--- src/tksl_pkg.sv ---
// Shared types and constants of the top-k signal strength list.
// Holds the request, response and slot word layouts and the opcode codes.
// Depends on nothing; every other file imports it.
package tksl_pkg;

    localparam int LIST_DEPTH_DEFAULT = 32;

    localparam logic [1:0] OP_INSERT = 2'd0;
    localparam logic [1:0] OP_CLEAR  = 2'd1;
    localparam logic [1:0] OP_READ   = 2'd2;
    localparam logic [1:0] OP_NOP    = 2'd3;

    typedef struct packed {
        logic [1:0]        opcode;
        logic signed [7:0] new_rssi;
        logic [7:0]        new_channel;
        logic              new_secure;
        logic [47:0]       new_bssid;
        logic [31:0]       new_name_tag;
        logic [4:0]        read_index;
    } req_word_t;

    typedef struct packed {
        logic [5:0]        entry_count;
        logic              was_dropped;
        logic [4:0]        placed_position;
        logic              read_valid;
        logic signed [7:0] read_rssi;
        logic [7:0]        read_channel;
        logic              read_secure;
        logic [47:0]       read_bssid;
        logic [31:0]       read_name_tag;
    } rsp_word_t;

    typedef struct packed {
        logic signed [7:0] rssi;
        logic [7:0]        channel;
        logic              secure;
        logic [47:0]       bssid;
        logic [31:0]       name_tag;
    } slot_t;

    typedef struct packed {
        logic res_valid;
        logic busy;
    } seq_status_t;

endpackage

--- src/tksl_slot_ram.sv ---
// Slot memory of the list: one write port and one registered read port.
// Read data appears in the cycle after the address. Depends on tksl_pkg.
module tksl_slot_ram #(
    parameter int LIST_DEPTH = tksl_pkg::LIST_DEPTH_DEFAULT,
    parameter int AW         = $clog2(LIST_DEPTH)
) (
    input  logic            clk,
    input  logic            wr_en,
    input  logic [AW-1:0]   wr_addr,
    input  tksl_pkg::slot_t wr_data,
    input  logic [AW-1:0]   rd_addr,
    output tksl_pkg::slot_t rd_data
);
    import tksl_pkg::*;

    slot_t mem [LIST_DEPTH];
    slot_t rd_data_reg;

    always_ff @(posedge clk)
    begin
        if (wr_en)
        begin
            mem[wr_addr] <= wr_data;
        end
        rd_data_reg <= mem[rd_addr];
    end

    assign rd_data = rd_data_reg;

endmodule

--- src/tksl_seq.sv ---
// Sequencer of the list: decodes each request word and walks the slot memory.
// An insert shifts weaker entries down one slot a cycle until the record fits.
// Depends on tksl_pkg and drives the ports of tksl_slot_ram.
module tksl_seq #(
    parameter int LIST_DEPTH = tksl_pkg::LIST_DEPTH_DEFAULT,
    parameter int AW         = $clog2(LIST_DEPTH),
    parameter int CW         = $clog2(LIST_DEPTH + 1)
) (
    input  logic                  clk,
    input  logic                  rst_n,
    input  logic                  req_take,
    input  tksl_pkg::req_word_t   req_word,
    input  logic                  out_free,
    output tksl_pkg::seq_status_t status,
    output tksl_pkg::rsp_word_t   res_word,
    output logic [CW-1:0]         count,
    output logic                  wr_en,
    output logic [AW-1:0]         wr_addr,
    output tksl_pkg::slot_t       wr_data,
    output logic [AW-1:0]         rd_addr,
    input  tksl_pkg::slot_t       rd_data
);
    import tksl_pkg::*;

    localparam logic [2:0] S_IDLE  = 3'd0;
    localparam logic [2:0] S_CHECK = 3'd1;
    localparam logic [2:0] S_WALK  = 3'd2;
    localparam logic [2:0] S_READ  = 3'd3;
    localparam logic [2:0] S_DONE  = 3'd4;

    logic [2:0]    state_reg, state_next;
    logic [CW-1:0] count_reg, count_next;
    logic [AW-1:0] pos_reg, pos_next;
    slot_t         rec_reg, rec_next;
    logic          hit_reg, hit_next;
    rsp_word_t     res_reg, res_next;

    logic [AW+5:0] idx_wide;
    logic [CW+5:0] count_wide;
    logic [AW+4:0] pos_wide;
    logic          full;

    assign idx_wide   = (AW + 6)'(req_word.read_index);
    assign count_wide = (CW + 6)'(count_reg);
    assign pos_wide   = (AW + 5)'(pos_reg);
    assign full       = (count_reg >= CW'(LIST_DEPTH));

    always_comb
    begin
        state_next = state_reg;
        count_next = count_reg;
        pos_next   = pos_reg;
        rec_next   = rec_reg;
        hit_next   = hit_reg;
        res_next   = res_reg;
        wr_en      = 1'b0;
        wr_addr    = pos_reg;
        wr_data    = rec_reg;
        rd_addr    = pos_reg - AW'(1);
        case (state_reg)
            S_IDLE:
            begin
                if (req_take)
                begin
                    res_next = '0;
                    rec_next.rssi     = req_word.new_rssi;
                    rec_next.channel  = req_word.new_channel;
                    rec_next.secure   = req_word.new_secure;
                    rec_next.bssid    = req_word.new_bssid;
                    rec_next.name_tag = req_word.new_name_tag;
                    case (req_word.opcode)
                        OP_INSERT:
                        begin
                            if (full)
                            begin
                                rd_addr    = AW'(LIST_DEPTH - 1);
                                state_next = S_CHECK;
                            end
                            else
                            begin
                                pos_next   = count_reg[AW-1:0];
                                rd_addr    = count_reg[AW-1:0] - AW'(1);
                                count_next = count_reg + CW'(1);
                                state_next = S_WALK;
                            end
                        end
                        OP_CLEAR:
                        begin
                            count_next = '0;
                            state_next = S_DONE;
                        end
                        OP_READ:
                        begin
                            rd_addr    = idx_wide[AW-1:0];
                            hit_next   = (idx_wide < (AW + 6)'(count_reg));
                            state_next = S_READ;
                        end
                        default:
                        begin
                            state_next = S_DONE;
                        end
                    endcase
                end
            end
            S_CHECK:
            begin
                if (rec_reg.rssi <= rd_data.rssi)
                begin
                    res_next.was_dropped = 1'b1;
                    state_next = S_DONE;
                end
                else
                begin
                    pos_next   = AW'(LIST_DEPTH - 1);
                    rd_addr    = AW'(LIST_DEPTH - 2);
                    state_next = S_WALK;
                end
            end
            S_WALK:
            begin
                wr_en = 1'b1;
                if ((pos_reg != '0) && (rd_data.rssi < rec_reg.rssi))
                begin
                    wr_data  = rd_data;
                    rd_addr  = pos_reg - AW'(2);
                    pos_next = pos_reg - AW'(1);
                end
                else
                begin
                    res_next.placed_position = pos_wide[4:0];
                    state_next = S_DONE;
                end
            end
            S_READ:
            begin
                if (hit_reg)
                begin
                    res_next.read_valid    = 1'b1;
                    res_next.read_rssi     = rd_data.rssi;
                    res_next.read_channel  = rd_data.channel;
                    res_next.read_secure   = rd_data.secure;
                    res_next.read_bssid    = rd_data.bssid;
                    res_next.read_name_tag = rd_data.name_tag;
                end
                state_next = S_DONE;
            end
            S_DONE:
            begin
                if (out_free)
                begin
                    state_next = S_IDLE;
                end
            end
            default:
            begin
                state_next = S_IDLE;
            end
        endcase
    end

    always_ff @(posedge clk or negedge rst_n)
    begin
        if (!rst_n)
        begin
            state_reg <= S_IDLE;
            count_reg <= '0;
        end
        else
        begin
            state_reg <= state_next;
            count_reg <= count_next;
        end
    end

    always_ff @(posedge clk)
    begin
        pos_reg <= pos_next;
        rec_reg <= rec_next;
        hit_reg <= hit_next;
        res_reg <= res_next;
    end

    always_comb
    begin
        res_word             = res_reg;
        res_word.entry_count = count_wide[5:0];
    end

    assign status.res_valid = (state_reg == S_DONE);
    assign status.busy      = (state_reg != S_IDLE);
    assign count            = count_reg;

endmodule

--- src/top_k_signal_strength_list_core.sv ---
// Top level of the top-k signal strength list: handshakes and result register.
// Instantiates tksl_seq and tksl_slot_ram; depends on tksl_pkg.
//
//   channel | direction | handshake              | word
//   req     | in        | req_valid / req_stall  | tksl_pkg::req_word_t
//   rsp     | out       | rsp_valid / rsp_stall  | tksl_pkg::rsp_word_t
//
// One request word is worked at a time. A clear or no-op goes straight to the
// done state, and a read passes through the read state first, as the slot
// memory has a registered read port. An insert walks the memory, shifting one
// weaker entry down at each step, and checks the last slot first when the list
// is full; an insert dropped as too weak ends after that check.
// Reset clears the entry count; the slots need no clearing pass.
// A stalled response waits in its register while the next request is taken.
module top_k_signal_strength_list_core #(
    parameter int LIST_DEPTH = tksl_pkg::LIST_DEPTH_DEFAULT
) (
    input  logic                clk,
    input  logic                rst_n,
    input  logic                req_valid,
    output logic                req_stall,
    input  tksl_pkg::req_word_t req_word,
    output logic                rsp_valid,
    input  logic                rsp_stall,
    output tksl_pkg::rsp_word_t rsp_word
);
    import tksl_pkg::*;

    localparam int AW = $clog2(LIST_DEPTH);
    localparam int CW = $clog2(LIST_DEPTH + 1);

    seq_status_t   status;
    rsp_word_t     res_word;
    logic [CW-1:0] count;
    logic          req_take;
    logic          out_free;
    logic          wr_en;
    logic [AW-1:0] wr_addr;
    logic [AW-1:0] rd_addr;
    slot_t         wr_data;
    slot_t         rd_data;

    logic          rsp_valid_reg;
    rsp_word_t     rsp_word_reg;

    assign req_stall = status.busy;
    assign req_take  = req_valid && !status.busy;
    assign out_free  = !rsp_valid_reg || !rsp_stall;

    tksl_seq #(
        .LIST_DEPTH(LIST_DEPTH),
        .AW        (AW),
        .CW        (CW)
    ) u_seq (
        .clk     (clk),
        .rst_n   (rst_n),
        .req_take(req_take),
        .req_word(req_word),
        .out_free(out_free),
        .status  (status),
        .res_word(res_word),
        .count   (count),
        .wr_en   (wr_en),
        .wr_addr (wr_addr),
        .wr_data (wr_data),
        .rd_addr (rd_addr),
        .rd_data (rd_data)
    );

    tksl_slot_ram #(
        .LIST_DEPTH(LIST_DEPTH),
        .AW        (AW)
    ) u_ram (
        .clk    (clk),
        .wr_en  (wr_en),
        .wr_addr(wr_addr),
        .wr_data(wr_data),
        .rd_addr(rd_addr),
        .rd_data(rd_data)
    );

    always_ff @(posedge clk or negedge rst_n)
    begin
        if (!rst_n)
        begin
            rsp_valid_reg <= 1'b0;
        end
        else if (out_free)
        begin
            rsp_valid_reg <= status.res_valid;
        end
    end

    always_ff @(posedge clk)
    begin
        if (out_free && status.res_valid)
        begin
            rsp_word_reg <= res_word;
        end
    end

    assign rsp_valid = rsp_valid_reg;
    assign rsp_word  = rsp_word_reg;

    a_count_bound: assert property (@(posedge clk) disable iff (!rst_n)
        count <= CW'(LIST_DEPTH))
        else $error("entry count above list depth");

    a_take_busy: assert property (@(posedge clk) disable iff (!rst_n)
        req_take |=> status.busy)
        else $error("sequencer idle after taking a request");

    a_drop_clean: assert property (@(posedge clk) disable iff (!rst_n)
        (rsp_valid && rsp_word.was_dropped) |->
            (rsp_word.placed_position == 5'd0 && !rsp_word.read_valid))
        else $error("dropped insert reports a placement or read");

    a_write_busy: assert property (@(posedge clk) disable iff (!rst_n)
        wr_en |-> (status.busy && !status.res_valid))
        else $error("slot write outside an insert walk");

endmodule

--- config.mk ---
export PLATFORM = sky130hd
export DESIGN_NAME = top_k_signal_strength_list_core
export DESIGN_NICKNAME = d
export VERILOG_FILES = /design/src/tksl_pkg.sv /design/src/tksl_slot_ram.sv /design/src/tksl_seq.sv /design/src/top_k_signal_strength_list_core.sv
export SDC_FILE = /design/constraint.sdc
export NUM_CORES = 2
export LEC_CHECK = 0
export BUFFER_PORTS_ARGS = -buffer_cell sky130_fd_sc_hd__buf_2
export CAP_MARGIN = 20
export CORE_ASPECT_RATIO = 0.5
export CORE_MARGIN = 2
export CORE_UTILIZATION = 40
export DETAILED_ROUTE_END_ITERATION = 16
export SYNTH_ARGS = -nofsm -noshare
export SYNTH_HDL_FRONTEND = slang
export SYNTH_SLANG_ARGS = --single-unit
--- constraint.sdc ---
create_clock -name clk -period 20.6 [get_ports clk]
set_clock_uncertainty 0.15 [all_clocks]
set_input_delay 6.18 -clock clk [delete_from_list [all_inputs] [get_ports clk]]
set_output_delay 6.18 -clock clk [all_outputs]
set_load 0.01 [all_outputs]
==> reports/results.ini <==
[outcome]
status=completed

[synthesis]
ys.flop_type=edfxtp_1
syn_inst=5757
synth_seq_cells=3528
yosysWarnings=0
netlist_area_sq_um=132100
yosysTopAreaCell=edfxtp_1
ys_async_sr_fraction=0.002834
synth_top_area_frac=0.7779
ys_top_cells_by_count=edfxtp_1, mux4_2, nor2b_1, a22o_1, clkbuf_1
synth_nets=5886
synth_edf_count=3421
seq_area_frac_synth=0.7945
synth_cell_types=65
synth.most_common_cell=edfxtp_1
synth_area_leaders=edfxtp_1, mux4_2, dfxtp_1
synth_area_per_cell_sq_um=22.94

[clocking]
numCtsBuffers=332
clock_path_buffers=4
clk_pin_slew_ns=0.07
htree_levels=5
cts_tree=built
cts_hold_buf=0
cts_resized=0
postCtsSetupRepairBufs=0
cts_sinks=3528
clock_latency_ns=0.89
cts_root_buf=clkbuf_16

[timing]
finalHoldViolations=0
setup_violations=0
worstMarginPinSlew_ns=1.180
tns_ns=0
fin_crit_sh=0.5378
period_minus_slack_ns=11.08
slew_viol_final=0
slew-limit-headroom=0.2136
grt_setup_unrepaired=no
fmax_mhz=90.27

[global_route]
grt_pass1_vias=63080
grt_pass1_wl_mm=476.2
track_usage=0.1974
grt_max_degree=122
antenna_found_initial=5
grt-ovfl-total=0

[power]
power.density_nw_per_um2=162.2
vdd_drop_max_mv=0.2111
p_leak_nw=46.68

[hold_path]
hold_depth=0
hold_class=reg -> reg

[place]
place_congestion=0.7647
place_area_sq_um=138900
place_hpwl_mm=161.3
io_buffers=219

[layout]
fillCellCount=26990
drive_gt1_frac=0.2816
fin_nets=6296
final_area_sq_um=149800
synthToLayoutAreaGrowth_pct=13.40
ff_latch_area_sq_um=104900
multi_input_area_sq_um=25970
largest_register_ffs=3104

[worst_setup_path]
worst_setup_path_start_kind=primary input
reg2reg_depth=13
end_kind=flop
crit_arrival_ns=11.67
critPathRequiredTime_ns=21.19
critical_path_class=in -> reg
crit_fanout=52

[drt]
drcViolationCount=0
wl_mm=338.7
vias=62620
avgRoutedWirePerCell_um=31.32
ant_nets=0
drt_pre_antenna_iters=5
via_per_inst=5.790
drt_iter0_drc=8066

[floorplan]
die-area_sq_um=335000
ios=220
fp.dieW_um=816.6
row_count=149
start_util=0.4013
core-area_sq_um=329000
die_y_um=410.3

[job]
maxCapViolCount=0

cells in the final DEF, fill, tap and decap left out, types with 51 or more instances in the layout:
| cell | n |
|---|---|
| a221oi_1 | 51 |
| a22o_1 | 193 |
| and2_1 | 91 |
| buf_2 | 219 |
| buf_4 | 138 |
| clkbuf_1 | 72 |
| clkbuf_16 | 339 |
| clkinv_1 | 62 |
| dfxtp_1 | 97 |
| edfxtp_1 | 3421 |
| mux2_2 | 92 |
| mux4_2 | 772 |
| nor2b_1 | 194 |
| nor3_1 | 106 |
| o21ai_1 | 99 |
cell type report:
cell class | instances | share of cell area
diodes | 3 | 0.00005013
clock buffers | 440 | 0.06112
clock inverters | 161 | 0.01054
inverters | 27 | 0.0007102
multi-input cells | 1900 | 0.1734
flip-flops and latches | 3528 | 0.7006
well taps | 4379 | 0.03659
repair buffers | 378 | 0.01696
metrics by stage:
step           std cells  setup slack (ns)  hold WS (ns)  power, mW    util
2_1_floorplan       5757             8.467        0.2503      15.83       -
3_3_place_gp       10200             8.499        0.2521      18.41  0.4220
3_5_place_dp       10210             8.477        0.2545      18.46  0.4222
4_1_cts            10810             9.436        0.2440      24.54  0.4548
5_1_grt            10810             9.080        0.2376      25.35  0.4551
6_report           10820             9.522        0.2437      24.30  0.4551
logic make-up after synthesis:
family | after synthesis | share of synthesized area
flip-flops | 3528 | 0.7945
adder cells (fa/ha/maj) | 21 | 0.001990
XOR/XNOR | 10 | 0.0006633
AO/OA/AOI/OAI | 469 | 0.02925
multiplexers | 866 | 0.1397
AND/OR/NAND/NOR | 534 | 0.02234
buffers and inverters | 329 | 0.01158
layer usage:
metal / vias to the layer above / track usage / wire length, um
met5: - / 0 / 33
met4: 4 / 0.04409 / 7318
met3: 445 / 0.02689 / 24110
met2: 2584 / 0.3172 / 161100
met1: 34420 / 0.2900 / 146100
li1: 25170 / - / -
final timing paths:
check                                                      start                         end  slack (ns)
worst max-delay path                               req_word[102]   u_ram.rd_data[73]$_DFF_P_        9.52
max in group asynchronous                                  rst_n  u_seq.count[2]$_DFFE_PN0P_       15.05
worst max register to register       u_seq.rec_reg[92]$_DFFE_PP_   u_ram.rd_data[73]$_DFF_P_       13.82
min in group asynchronous                                  rst_n  u_seq.count[1]$_DFFE_PN0P_        5.03
worst min register to register  u_seq.res_word[77]$_SDFFCE_PN0P_      rsp_word[77]$_DFFE_PP_        0.24
worst min-delay path            u_seq.res_word[77]$_SDFFCE_PN0P_      rsp_word[77]$_DFFE_PP_        0.24
worst max-delay path: stages:
cell,delay (ns)
buf_2,0.12
nand2b_1,0.23
a21oi_1,0.07
a211oi_1,0.45
a221o_4,0.78
buf_4,0.83
buf_4,0.86
buf_4,0.84
mux4_2,0.59
a22o_1,0.29
a221oi_2,0.19
o21ai_1,0.07
where the power goes:
group	switching, mW	total (mW)	internal, mW
Combinational	5.14	8.94	3.80
Clock	2.62	6.12	3.49
Sequential	0.212	9.23	9.02
Power figures use the tool's default switching activity.
